## config.mk

```make
export PLATFORM = sky130hd
export DESIGN_NAME = mfr_ball_cell
export DESIGN_NICKNAME = d
export VERILOG_FILES = /design/src/design/mfr_pkg.sv /design/src/design/mfr_ball_cell.sv
export SDC_FILE = /design/constraint.sdc
export NUM_CORES = 1
export LEC_CHECK = 0
export BUFFER_PORTS_ARGS = -buffer_cell sky130_fd_sc_hd__buf_2
export CAP_MARGIN = 20
export CELL_PAD_IN_SITES_DETAIL_PLACEMENT = 0
export CELL_PAD_IN_SITES_GLOBAL_PLACEMENT = 1
export CORE_MARGIN = 3
export CORE_UTILIZATION = 35
export CTS_BUF_LIST = sky130_fd_sc_hd__clkbuf_16
export CTS_CLUSTER_DIAMETER = 120
export DETAILED_ROUTE_END_ITERATION = 7
export PLACE_DENSITY = 0.88
export REMOVE_ABC_BUFFERS = 1
export SYNTH_ARGS = -nofsm -noshare
export SYNTH_HDL_FRONTEND = slang
export SYNTH_SLANG_ARGS = --single-unit
```

## constraint.sdc

```tcl
create_clock -name i_clk -period 6.03 [get_ports i_clk]
set_input_delay 0.3015 -clock i_clk [delete_from_list [all_inputs] [get_ports i_clk]]
set_output_delay 0.3015 -clock i_clk [all_outputs]
set_load 0.03 [all_outputs]
```

## src/design/mfr_pkg.sv

```systemverilog
// Package of types and constants for the metaball field renderer.
package mfr_pkg;

    // Item kinds.
    localparam logic [1:0] MODE_LOAD   = 2'd0;
    localparam logic [1:0] MODE_TICK   = 2'd1;
    localparam logic [1:0] MODE_RENDER = 2'd2;

    // Configuration register indexes.
    localparam int CFG_IDX_W  = 3;
    localparam int CFG_DATA_W = 16;
    localparam logic [CFG_IDX_W-1:0] CFG_ACTIVE_BALLS  = 3'd0;
    localparam logic [CFG_IDX_W-1:0] CFG_BLOB_SIZE     = 3'd1;
    localparam logic [CFG_IDX_W-1:0] CFG_TINT_RED      = 3'd2;
    localparam logic [CFG_IDX_W-1:0] CFG_TINT_GREEN    = 3'd3;
    localparam logic [CFG_IDX_W-1:0] CFG_TINT_BLUE     = 3'd4;
    localparam logic [CFG_IDX_W-1:0] CFG_GLOW_FACTOR   = 3'd5;
    localparam logic [CFG_IDX_W-1:0] CFG_MOVE_SPEED    = 3'd6;
    localparam logic [CFG_IDX_W-1:0] CFG_INVERT_OUTPUT = 3'd7;

    // Fixed-point widths.
    localparam int NUM_W  = 49;  // blob_size * tint * 2^24
    localparam int DEN_W  = 45;  // glow_factor * squared distance
    localparam int CONT_W = 17;  // Q0.16 with 65536 as one
    localparam logic [CONT_W-1:0] ONE_Q16 = 17'h10000;

    // One ball: position and velocity, signed Q8.8.
    typedef struct packed {
        logic signed [15:0] x;
        logic signed [15:0] y;
        logic signed [15:0] vx;
        logic signed [15:0] vy;
    } t_ball;

endpackage

```

## src/design/mfr_ball_cell.sv

```systemverilog
// One cell of the ball ring: holds one ball, loads it or takes its neighbour's.
module mfr_ball_cell (
    input  logic          i_clk,
    input  logic          i_load_en,
    input  mfr_pkg::t_ball i_load_ball,
    input  logic          i_shift_en,
    input  mfr_pkg::t_ball i_shift_ball,
    output mfr_pkg::t_ball o_ball
);
    import mfr_pkg::*;

    t_ball r_ball;

    // A load writes the cell; a rotation takes the neighbour's ball.
    always_ff @(posedge i_clk) begin
        if (i_load_en) begin
            r_ball <= i_load_ball;
        end else if (i_shift_en) begin
            r_ball <= i_shift_ball;
        end
    end

    assign o_ball = r_ball;
endmodule

```

==> results.md <==
* Estimated wirelength of the detail-placed design at 5140 µm
* Clock slew at the register clock pins of the worst setup and hold paths at 50 ps
* Global route total overflow at 0
* Global routing usage on met2 at 24.5%
* Post-synthesis xor/xnor area fraction at 0%
* Worst setup EP type: flip-flop
* Initial core utilization at 36.8%
* F_max at 0.498 GHz
* Iteration-0 DRC count of the detailed router at 50
* Total number of H-tree levels at 3
* Worst Hold Launch: i_shift_ball[56]
* Number of standard cells after synthesis at 136
* Post-DR vias/cell at 4.47
* Post-layout worst setup margin at 4020 ps
* Post-CTS Setup Repair Bufs at 0
* Number of gates given a new drive strength after cts at 0
* Multiplexer fraction of the synthesized cell area at 31.1%
* Critical path peak fanout at 33
* Post-layout min period at 2010 ps
* Via Count at 1981
* Layout Nets at 467
* Final std cells w/o fill at 443
* CTS Root Cell: sky130_fd_sc_hd__clkbuf_16
* Seq/Total Area, Yosys at 66.1%
* Busiest layer in global routing: met2
* WHS Path Cells at 2
* Max reg flops at 64
* Core region area at 7890 µm²
* Cell types occupying the most area after synthesis: sky130_fd_sc_hd__edfxtp_1 (66%), sky130_fd_sc_hd__mux2_4 (25%), sky130_fd_sc_hd__mux2_2 (5.8%), sky130_fd_sc_hd__buf_6 (2.3%), sky130_fd_sc_hd__or2_1 (0.22%)
* Period Utilization, post-route at 33.3%
* Req. time, crit path at 6000 ps
* Max clock buf depth at 2
* Row cnt at 32
* Count of cell types in the netlist at 6
* Average footprint of a synthesized cell at 21.4 µm²
* Static Leakage at 2.04 nW
* Most numerous cell in the Yosys netlist: sky130_fd_sc_hd__edfxtp_1
* Net switching share of the total power at 25.9%
* EDFF count, synth at 64
* Adder and majority cell fraction of the synthesized area at 0%
* Number of sinks on the clock net at 64
* Overall die height at 97.1 µm
* Hold Fails Final Rpt at 0
* Vias in the first global route at 2251
* Number of flip-flops and latches in the synthesized netlist at 64
* Met3 Usage GRT at 6.68%
* Kind of launch point of the worst setup path: primary input
* Global placer's final weighted congestion at 0.776
* Final ANT Viol Nets at 0
* Most numerous cell on the critical path: sky130_fd_sc_hd__buf_4
* Kind of critical path: in -> reg
* Number of buffers added by the clock tree synthesis step at 9
* TritonCTS clock tree: built
* Wire length of the first global-routing pass at 10600 µm
* Worst slack at placement at 3630 ps
* Growth of design area from synthesis to finish at 45.6%
* Number of placed I/O pins at 195
* Detail-routed net length per standard cell at 14.9 µm
* Net switching power figure at 0.338 mW
* Antenna diode instance count at 0
* All-layer global routing usage at 14.3%
* Power share of the sequential group at 42.8%
* Number of antenna violations at the first check in global routing at 0
* Final-layout setup total negative slack at 0 ps
* Number of maximum-capacitance violations at 0
* Initial DRT Pass Iterations at 4
* Worst slew margin at 50.5%
* Finish-stage setup viols at 0
* Crit path cell chain: buf_4 > or2_2 > buf_4
* Internal Pwr Total at 0.966 mW
* Final slew viol count at 0
* Synthesized area at 2910 µm²
* Chip width at 97.1 µm
* Fraction of registers with async set/reset at 0%
* Critical Path AT at 1980 ps
* Most area-hungry cell type in the Yosys netlist: sky130_fd_sc_hd__edfxtp_1
* Power share of the combinational group at 20.4%
* Transition time of the tightest slew-check pin at 742 ps
* Dominant register cell in the synthesized netlist: sky130_fd_sc_hd__edfxtp_1
* DRC errors left at 0
* Clk pwr share at 36.9%
* Warnings from Yosys at 0
* Met1 layer usage reported by global route at 14.7%
* Pin count of the biggest net entering global routing at 35
* Power consumption at 1.30 mW
* Full die area at 9430 µm²
* Commonest cells in the synthesized netlist: sky130_fd_sc_hd__edfxtp_1 (64), sky130_fd_sc_hd__mux2_4 (49), sky130_fd_sc_hd__mux2_2 (15), sky130_fd_sc_hd__buf_6 (6)
* Fraction of layout instances using a drive strength above 1 at 80.1%
* Unrepaired setup endpoints after global routing: false
* Class of the tightest hold or removal check: in -> reg
* Proportion of netlist area held by the largest area contributor at 66.1%
* Worst-case vdd ir drop at 177 µV
* Placed cell count at 427
* Wire length after detailed routing at 6620 µm
* Hold EP: o_ball[56]
* Power density over cell area at 308 nW/µm²
* Synth Area in Compound Gates at 0%
* Largest family of logic cells by synthesized area: multiplexers
* Basic-gate share of the synthesized area counting and, or, nand and nor cells at 0.215%
* Cell type of the slowest stage on the worst timing path: sky130_fd_sc_hd__or2_2
* Run status: finished clean
* Buffers added on ports at 194
* # hold bufs at CTS at 0
* Critical path's largest stage delay at 700 ps
## worst max path at each step
stage | endpoint | start | slack (ps)
final | o_ball[59] | i_load_en | 4020
after global routing | o_ball[2] | i_load_en | 3860
after CTS | o_ball[59] | i_load_en | 3960
after detailed placement | o_ball[21] | i_load_en | 3630
after global placement | o_ball[12] | i_load_en | 3720
after floorplan | o_ball[0] | i_shift_en | 3870
## worst max-delay path: cells and delay by family
family                 cells  cell delay [ps]
AND/OR/NAND/NOR            1              700
buffers and inverters      2              930
## layout by cell type (no fill, tap or decap)
cell,synthesis,final
sky130_fd_sc_hd__mux2_4,49,49
sky130_fd_sc_hd__inv_1,0,2
sky130_fd_sc_hd__or2_2,0,1
sky130_fd_sc_hd__buf_2,1,193
sky130_fd_sc_hd__bufinv_16,0,1
sky130_fd_sc_hd__mux2_2,15,15
sky130_fd_sc_hd__clkinv_2,0,2
sky130_fd_sc_hd__buf_4,0,3
sky130_fd_sc_hd__clkbuf_16,0,9
sky130_fd_sc_hd__edfxtp_1,64,64
sky130_fd_sc_hd__clkinv_1,0,2
## stage by stage
stage / cell area, µm² / util [%] / hold WS (ps)
detailed placement: 3950 / 50.1 / 605
finish: 4230 / 53.6 / 282
global placement: 3950 / 50.1 / 602
floorplan: 2830 / - / 519
CTS: 4230 / 53.6 / 270
global route: 4230 / 53.6 / 272
## routing by layer
layer	vias up	part of all wire [%]	routed length [µm]
li1	934	-	-
met1	913	36	2380
met2	124	51	3340
met3	10	12	768
met4	0	2.0	130
met5	-	0	0
## area by class of cell
class	instances	area (µm²)
Clock buffer	9	225
Clock inverter	7	55.1
Fill cell	695	3660
Multi-Input combinational cell	65	911
Sequential cell	64	1920
Tap cell	102	128
Timing Repair Buffer	196	988
## logic make-up (layout without fill, tap and decap cells)
family                 count (synthesis)  count (layout)
multiplexers                          64              64
flip-flops                            64              64
buffers and inverters                  7             212
AND/OR/NAND/NOR                        1               1
## power by group through the flow
stage	logic [mW]	clock network (mW)	registers [mW]
final	0.266	0.481	0.558
after global routing	0.282	0.521	0.562
after CTS	0.270	0.494	0.559
after detailed placement	0.270	0	0.567
after global placement	0.266	0	0.566
after floorplan	0.0567	0	0.672
(Power assumes the default switching activity.)
