--- config.mk ---
export PLATFORM = sky130hd
export DESIGN_NAME = mfr_divider
export DESIGN_NICKNAME = d
export VERILOG_FILES = /design/src/design/mfr_pkg.sv /design/src/design/mfr_divider.sv
export SDC_FILE = /design/constraint.sdc
export NUM_CORES = 1
export LEC_CHECK = 0
export ABC_AREA = 1
export ABC_CLOCK_PERIOD_IN_PS = 3100
export BUFFER_PORTS_ARGS = -buffer_cell sky130_fd_sc_hd__buf_2
export CAP_MARGIN = 30
export CORE_MARGIN = 4
export CORE_UTILIZATION = 55
export DETAILED_ROUTE_END_ITERATION = 8
export GPL_TIMING_DRIVEN = 0
export MAX_ROUTING_LAYER = met4
export PLACE_DENSITY = 0.89
export SLEW_MARGIN = 10
export SYNTH_ARGS = -nofsm -noshare
export SYNTH_HDL_FRONTEND = slang
export SYNTH_SLANG_ARGS = --single-unit
--- constraint.sdc ---
create_clock -name i_clk -period 3.1 [get_ports i_clk]
set_input_delay 0 -clock i_clk [delete_from_list [all_inputs] [get_ports i_clk]]
set_output_delay 0 -clock i_clk [all_outputs]
set_load 0.05 [all_outputs]
--- src/design/mfr_pkg.sv ---
// Package of types and constants for the metaball field renderer.
package mfr_pkg;

    // Item kinds.
    localparam logic [1:0] MODE_LOAD   = 2'd0;
    localparam logic [1:0] MODE_TICK   = 2'd1;
    localparam logic [1:0] MODE_RENDER = 2'd2;

    // Configuration register indexes.
    localparam int CFG_IDX_W  = 3;
    localparam int CFG_DATA_W = 16;
    localparam logic [CFG_IDX_W-1:0] CFG_ACTIVE_BALLS  = 3'd0;
    localparam logic [CFG_IDX_W-1:0] CFG_BLOB_SIZE     = 3'd1;
    localparam logic [CFG_IDX_W-1:0] CFG_TINT_RED      = 3'd2;
    localparam logic [CFG_IDX_W-1:0] CFG_TINT_GREEN    = 3'd3;
    localparam logic [CFG_IDX_W-1:0] CFG_TINT_BLUE     = 3'd4;
    localparam logic [CFG_IDX_W-1:0] CFG_GLOW_FACTOR   = 3'd5;
    localparam logic [CFG_IDX_W-1:0] CFG_MOVE_SPEED    = 3'd6;
    localparam logic [CFG_IDX_W-1:0] CFG_INVERT_OUTPUT = 3'd7;

    // Fixed-point widths.
    localparam int NUM_W  = 49;  // blob_size * tint * 2^24
    localparam int DEN_W  = 45;  // glow_factor * squared distance
    localparam int CONT_W = 17;  // Q0.16 with 65536 as one
    localparam logic [CONT_W-1:0] ONE_Q16 = 17'h10000;

    // One ball: position and velocity, signed Q8.8.
    typedef struct packed {
        logic signed [15:0] x;
        logic signed [15:0] y;
        logic signed [15:0] vx;
        logic signed [15:0] vy;
    } t_ball;

endpackage

--- src/design/mfr_divider.sv ---
// Restoring divider giving a saturated Q0.16 field contribution, one bit a cycle.
module mfr_divider (
    input  logic                        i_clk,
    input  logic                        i_rst_n,
    input  logic                        i_start,
    input  logic [mfr_pkg::NUM_W-1:0]   i_num,
    input  logic [mfr_pkg::DEN_W-1:0]   i_den,
    output logic                        o_done,
    output logic [mfr_pkg::CONT_W-1:0]  o_quot
);
    import mfr_pkg::*;

    localparam int QB = 18;
    localparam int SW = 64;

    logic          r_busy;
    logic          r_done;
    logic [4:0]    r_step;
    logic [SW-1:0] r_rem;
    logic [SW-1:0] r_dsh;
    logic [QB-1:0] r_q;
    logic          r_sat;
    logic          ge;

    assign ge = (r_rem >= r_dsh);

    // Control: the first step checks for overflow, the next QB steps make the bits.
    always_ff @(posedge i_clk) begin
        if (!i_rst_n) begin
            r_busy <= 1'b0;
            r_done <= 1'b0;
            r_step <= '0;
        end else begin
            r_done <= 1'b0;
            if (i_start) begin
                r_busy <= 1'b1;
                r_step <= '0;
            end else if (r_busy) begin
                r_step <= r_step + 5'd1;
                if (r_step == 5'(QB)) begin
                    r_busy <= 1'b0;
                    r_done <= 1'b1;
                end
            end
        end
    end

    // Datapath: remainder, shifted divisor and quotient bits.
    always_ff @(posedge i_clk) begin
        if (i_start) begin
            r_rem <= SW'(i_num);
            r_dsh <= SW'(i_den) << QB;
            r_q   <= '0;
            r_sat <= 1'b0;
        end else if (r_busy) begin
            r_dsh <= r_dsh >> 1;
            if (r_step == 5'd0) begin
                r_sat <= ge;
            end else begin
                r_q <= {r_q[QB-2:0], ge};
                if (ge) begin
                    r_rem <= r_rem - r_dsh;
                end
            end
        end
    end

    assign o_done = r_done;
    assign o_quot = (r_sat || (r_q > QB'(ONE_Q16))) ? ONE_Q16 : r_q[CONT_W-1:0];
endmodule

==> metrics, run 1 <==
grt peak-use layer=met2; hold crit path type=in -> reg; CTS buffer count=17; GR Util met2=between 50% and 60%; via-per-instance ratio=around 5.5; ys async rst share=0%; drt wl/cell=17.6 um; Syn Area/Cell=between 6 and 7 um^2; Peak supply drop=about 0.4 mV; Max Cap Viol=0; status=complete, no violations; Synth Flop Type=edfxtp_1; Worst Setup Path Type=reg -> reg; internal power=between 4 and 5 mW; Synthesis Warnings=0; Slew @ Worst Pin=0.910 ns; global-route wire length before repair=roughly 67000 um; cells after synthesis=roughly 1900; power per cell area=523 mW/mm^2; most frequent cells in the layout=nand2_1, inv_1, nor2_1; drt total wl=42900 um; Final Max Slew Viols=0; chip width=156 um; core box area=0.0213 mm^2; flops & latches, synth=approximately 150; sequential power share=around a third; crit-path max FO=13; proportion of layout cells with a drive suffix above 1=a little under a tenth; largest net degree at the start of global routing=31; final critical-path required period=2.99 ns; Buf+Inv Stages, Crit Path=4; Iter 0 DRT Violations=between 1000 and 1500; Setup violations, final=0; Reg clk slew, reported paths=~0.07 ns; final net count=2310; Crit-path slowest cell=fa_1; clk root buf=clkbuf_16; most frequent cell on the critical path=nand2_2; CTS tree=built; # H-tree levels=4; dpl hpwl=31200 um; GRT overflow=0; Die Ht=156 um; clock group share of total power=about 28%; Clock Path Buffers=2; Crit. End Element=flip-flop; footprint of the multi-input gates=approximately 0.0065 mm^2; IO Port Bufs=around 110; fin area=~0.015 mm^2; Placed Area=roughly 0.013 mm^2; CP delay by family, top=simple AND/OR/NAND/NOR gates; commonest non-fill, non-tap cell in the layout=nand2_1; drt first pass iters=6; remaining antenna violation count=0; Clk Latency, worst-skew pair=0.44 ns; Via Count=between 10000 and 15000; final hold violation count=0; met3 Resource Use GR=7.88%; Std-Cell Rows=53; worst endpoint data arrival time=around 3.1 ns; initial antenna violation count=0; critical path required time=3.25 ns; gr usage total=between 30% and 40%; routability cong.=1.05; Final Hold Slack=between 0.02 and 0.03 ns; number of global-route vias before repair=around 13000; clk_skew=~0.010 ns; drt drc=0; CP Launch Type=flip-flop; FILL cells=roughly 1700; Non-Filler Instances=2435; P_leak=about 7.7 nW; unrepaired setup endpoints after global routing=no; Area growth, synth to finish=21.5%; syn_nets=slightly above 2000; combinational group share of total power=roughly 39%; Pwr Total=around 7.6 mW; Sw Share=40.0%; Switch Pwr=a little over 3 mW; Synth Cell Area=approximately 0.012 mm^2; clk sink count=153; post-synthesis sequential area ratio=between 30% and 40%; DP Cell Count=2300; crit-path cells=inv_1 -> ha_1 -> fa_1 -> inv_2 -> nand2_1 -> nand2_1 -> nand3_1 -> nand2_2 -> nand2_1 -> nand2_2 -> nand2_2 -> nand3_2 -> nand2_2 -> nand2_4 -> nand2_4 -> buf_6 -> nand2_8 -> buf_16; Slew HR=39.3%; initial core utilization=56.5%; achievable frequency=around 330 MHz; register area=roughly 0.004 mm^2; Post-synth EDFFs=94; num ports=about 120; post-synth cell types=42; die area=~0.024 mm^2; CP max stage delay=about 0.38 ns; met1 GRT Util=48.0%; final period utilization=slightly below 100%
-- sequential cells by signal (all words and copies together), names as in the netlist --
signal,count
r_dsh,63
o_done,1
r_step,5
r_sat,1
r_busy,1
r_q,18
r_rem,64
-- worst paths after layout --
kind	from	end	slack [ns]	cells past startpoint
setup / recovery	r_rem[0]	r_rem[16]	0.11	18
hold / removal	i_num[39]	r_rem[39]	0.03	3
setup reg to reg	r_rem[0]	r_rem[16]	0.11	18
hold reg to reg	r_dsh[2]	r_dsh[1]	0.48	2
-- Yosys cell counts, types with 2 or more instances --
library cell / count / area share [%]
buf_1: 2 / 0.062
nor2_4: 2 / 0.19
o21ai_0: 71 / 3.0
a211oi_1: 2 / 0.12
buf_6: 2 / 0.19
nand2_1: 709 / 22
a21oi_1: 99 / 4.1
nand4_1: 12 / 0.62
dfxtp_1: 59 / 9.8
clkbuf_1: 38 / 1.2
or2_2: 11 / 0.57
a21oi_2: 3 / 0.22
ha_1: 66 / 6.9
nor3_1: 26 / 1.1
nor2_1: 159 / 5.0
nand3_1: 104 / 4.3
nand2_2: 12 / 0.62
nor3_2: 2 / 0.17
edfxtp_1: 94 / 23
nor4_1: 6 / 0.31
inv_1: 352 / 11
clkinv_1: 3 / 0.094
nand3b_1: 8 / 0.50
a31oi_1: 6 / 0.31
o21ai_1: 2 / 0.083
nor2_2: 3 / 0.16
o21bai_1: 10 / 0.62
xnor2_1: 25 / 1.8
inv_2: 9 / 0.28
-- area by class of cell --
type,instances,area share (%)
diodes,1,0.0171
plain buffers,42,1.18
clock buffers,20,2.99
clock inverters,12,0.976
inverters,364,9.35
multi-input cells,1352,44.6
flip-flops and latches,153,27.4
well taps,275,2.36
repair buffers,216,11.1
-- routing by layer --
layer | up-vias | wire (um) | share of wire, %
met5 | - | 0 | 0
met4 | 0 | 1970 | 4.6
met3 | 148 | 5090 | 12
met2 | 830 | 18700 | 43
met1 | 6020 | 17200 | 40
li1 | 6400 | - | -
-- cell families (layout without fill, tap and decap cells) --
| family | count (synthesis) | in the layout | share of synthesized area [%] |
|---|---|---|---|
| XOR/XNOR | 26 | 26 | 1.89 |
| AO/OA/AOI/OAI | 198 | 198 | 8.84 |
| adder cells (fa/ha/maj) | 67 | 67 | 7.04 |
| flip-flops | 153 | 153 | 33.3 |
| other | 0 | 1 | 0 |
| buffers and inverters | 406 | 654 | 12.8 |
| AND/OR/NAND/NOR | 1060 | 1061 | 36.1 |
-- per-stage QoR --
step	TNS, ns	setup slack [ns]	utilization [%]
3_5_place_dp	-14.01	-0.395	61.0
3_3_place_gp	-32.88	-0.630	60.8
4_1_cts	0	0.0577	68.4
6_report	0	0.108	68.6
2_1_floorplan	0	0.176	-
5_1_grt	0	0.0216	68.6
-- worst reg2reg max path, stage by stage (launching register included) --
cell and delay, ns:
edfxtp_1 0.32, inv_1 0.04, ha_1 0.23, fa_1 0.38
inv_2 0.10, nand2_1 0.07, nand2_1 0.10, nand3_1 0.11
nand2_2 0.15, nand2_1 0.08, nand2_2 0.12, nand2_2 0.07
nand3_2 0.09, nand2_2 0.10, nand2_4 0.10, nand2_4 0.08
buf_6 0.20, nand2_8 0.15, buf_16 0.20
-- timing repair --
action / 4_1_cts / 5_1_grt
cloned: 2 / 0
hold buffers: 93 / 0
endpoints found under the hold margin: 99 / 0
pin swaps: 0 / 0
setup endpoints to repair: 49 / 27
resized for setup: 6 / 1
buffers inserted: 0 / 7
-- power groups by stage --
stage	clock [mW]	combinational (mW)	sequential, mW
global route	2.26	3.28	2.51
CTS	2.16	2.85	2.49
finish	2.18	2.97	2.50
floorplan	0	1.95	2.50
global placement	0	2.65	2.53
detailed placement	0	2.71	2.53
No activity file was read; power rests on OpenSTA's default activity.
==> run 2, diff against run 1 <==
Settings changed: CELL_PAD_IN_SITES_DETAIL_PLACEMENT set to 0, CELL_PAD_IN_SITES_GLOBAL_PLACEMENT set to 1, CORE_UTILIZATION 55 to 39.
==> run 2 against run 1 <==
Against the previous run: hold slack improved by 0.0052 ns; largest cell class unchanged; die area increased by 39%; largest power group unchanged; register-to-register slack improved by 0.05 ns; sequential share of layout area decreased by 0.38 points; worst setup slack improved by 0.052 ns; routed wire length decreased by 0.20%; global-route usage decreased by 10 points.
==> metrics, run 2 (synthesized netlist as in run 1, its figures left out) <==
status=complete, no violations (unchanged); RR Startpoint=r_rem[39] (was r_rem[0]); Clk Latency, worst-skew pair=0.46 ns (was 0.44 ns); met3 WL post-DR=2970 um (was 5090 um); drt drc=0 (unchanged); gr usage total=26.3% (was 36.6%); Crit. End Element=flip-flop (unchanged); Slew @ Worst Pin=1.08 ns (was 0.910 ns); power per cell area=515 mW/mm^2 (was 523 mW/mm^2); drt first pass iters=5 (was 6); Critical Path Start=r_rem[39] (was r_rem[0]); via-per-instance ratio=4.91 (was 5.50); Placed Area=0.0131 mm^2 (was 0.0130 mm^2); CP Launch Type=flip-flop (unchanged); Crit-path slowest cell=edfxtp_1 (was fa_1); final critical-path required period=2.94 ns (was 2.99 ns); final period utilization=94.9% (was 96.5%); Core Util, Final=48.6% (was 68.6%); Final Max Slew Viols=0 (unchanged); clk root buf=clkbuf_16 (unchanged); P_leak=7.74 nW (was 7.72 nW); Non-Filler Instances=2557 (was 2435); Met2 Wirelength=18800 um (was 18700 um); most frequent cell on the critical path=nand2_1 (was nand2_2); unrepaired setup endpoints after global routing=no (unchanged); drt total wl=42900 um (about the same); critical path required time=3.30 ns (was 3.25 ns); number of global-route vias before repair=12000 (was 12800); crit-path max FO=14 (was 13); Pwr Total=7.63 mW (was 7.65 mW); met1 WL=20400 um (was 17200 um); CP max stage delay=0.50 ns (was 0.38 ns); routability cong.=0.973 (was 1.05); chip width=184 um (was 156 um); die area=0.0337 mm^2 (was 0.0243 mm^2); worst endpoint data arrival time=3.14 ns (about the same); final net count=2310 (unchanged); drt wl/cell=16.8 um (was 17.6 um); dpl hpwl=34100 um (was 31200 um); largest net degree at the start of global routing=29 (was 31); fin area=0.0148 mm^2 (was 0.0146 mm^2); DP Cell Count=2421 (was 2300); global-route wire length before repair=65900 um (was 67000 um); # H-tree levels=4 (unchanged); Iter 0 DRT Violations=968 (was 1437); Peak supply drop=0.435 mV (was 0.406 mV); Max Used Layer=met4 (unchanged); Die Ht=184 um (was 156 um); proportion of layout cells with a drive suffix above 1=9.73% (was 9.50%); commonest non-fill, non-tap cell in the layout=nand2_1 (unchanged); Buf+Inv Stages, Crit Path=5 (was 4); largest registers=r_rem x64, r_dsh x63, r_q x18 (unchanged); GRT overflow=0 (unchanged); core box area=0.0305 mm^2 (was 0.0213 mm^2); achievable frequency=340 MHz (was 334 MHz); CTS buffer count=17 (unchanged); num ports=115 (unchanged); CP delay by family, top=simple AND/OR/NAND/NOR gates (unchanged); initial antenna violation count=1 (was 0); Std-Cell Rows=64 (was 53); IO Port Bufs=113 (unchanged); Final Hold Slack=0.0322 ns (was 0.0271 ns); clk_skew=0.0217 ns (was 0.0102 ns); hold crit path type=in -> reg (unchanged); remaining antenna violation count=0 (unchanged); Setup violations, final=0 (unchanged); Area growth, synth to finish=23.2% (was 21.5%); Max Cap Viol=0 (unchanged); most flop-heavy register=r_rem (unchanged); Via Count=12600 (was 13400); Worst Setup Path Type=reg -> reg (unchanged); Slew HR=27.9% (was 39.3%); most frequent cells in the layout=nand2_1, inv_1, nor2_1 (unchanged); Reg clk slew, reported paths=0.08 ns (was 0.07 ns); Clock Path Buffers=2 (unchanged); initial core utilization=39.4% (was 56.5%); clk sink count=153 (unchanged); worst hold start=i_num[42] (was i_num[39]); final hold violation count=0 (unchanged); CTS tree=built (unchanged); max reg flops=64 (unchanged); crit-path cells=ha_2 -> nand2_1 -> inv_1 -> nand2_1 -> nand2_1 -> clkinv_1 -> nand2_1 -> nand2_1 -> nand2_1 -> a21oi_2 -> nand2_4 -> nand2_4 -> buf_12 -> nand2_8 -> buf_12 -> buf_16 (was inv_1 -> ha_1 -> fa_1 -> inv_2 -> nand2_1 -> nand2_1 -> nand3_1 -> nand2_2 -> nand2_1 -> nand2_2 -> nand2_2 -> nand3_2 -> nand2_2 -> nand2_4 -> nand2_4 -> buf_6 -> nand2_8 -> buf_16)
## run 2: final timing paths
kind | slack (ns) | end | cells past startpoint
max | 0.16 | r_rem[22] | 16
min | 0.03 | r_rem[42] | 3
max reg2reg | 0.16 | r_rem[22] | 16
min reg2reg | 0.49 | r_dsh[9] | 2
## run 2: power breakdown
part	internal [mW]	switching, mW
clock network	1.20	0.979
logic	1.00	1.96
registers	2.40	0.0893
## run 2: worst reg2reg max path, stage by stage, from the launching register on
cell      delay [ns]
edfxtp_1        0.50
ha_2            0.41
nand2_1         0.17
inv_1           0.05
nand2_1         0.07
nand2_1         0.07
clkinv_1        0.06
nand2_1         0.06
nand2_1         0.08
nand2_1         0.09
a21oi_2         0.27
nand2_4         0.11
nand2_4         0.12
buf_12          0.18
nand2_8         0.10
buf_12          0.18
buf_16          0.15
## run 2: stage by stage
| step | setup slack [ns] | setup TNS (ns) |
|---|---|---|
| 2_1_floorplan | 0.176 | 0 |
| 3_3_place_gp | -0.830 | -51.38 |
| 3_5_place_dp | -0.592 | -23.54 |
| 4_1_cts | 0.00685 | 0 |
| 5_1_grt | 0.0135 | 0 |
| 6_report | 0.160 | 0 |
## run 2: what timing repair did
item,4_1_cts,5_1_grt
pin swaps,0,1
setup endpoints to repair,49,36
resized for setup,7,7
buffers inserted,3,3
cloned,2,0
hold endpoints to repair,100,0
hold buffers,94,0
## run 2: layer usage
metal | global-route usage (%) | up-vias
met5 | - | -
li1 | - | 6430
met4 | 5.81 | 0
met1 | 36.6 | 5671
met2 | 40.4 | 411
met3 | 4.33 | 38
## run 2: final cells by class
cell class              count  area, um^2
diodes                      2        5.00
plain buffers              42         181
clock buffers              17         425
clock inverters            15         165
fillers                  3116       15700
inverters                 364        1370
multi-input cells        1352        6540
flip-flops and latches    153        4000
well taps                 396         495
repair buffers            216        1640
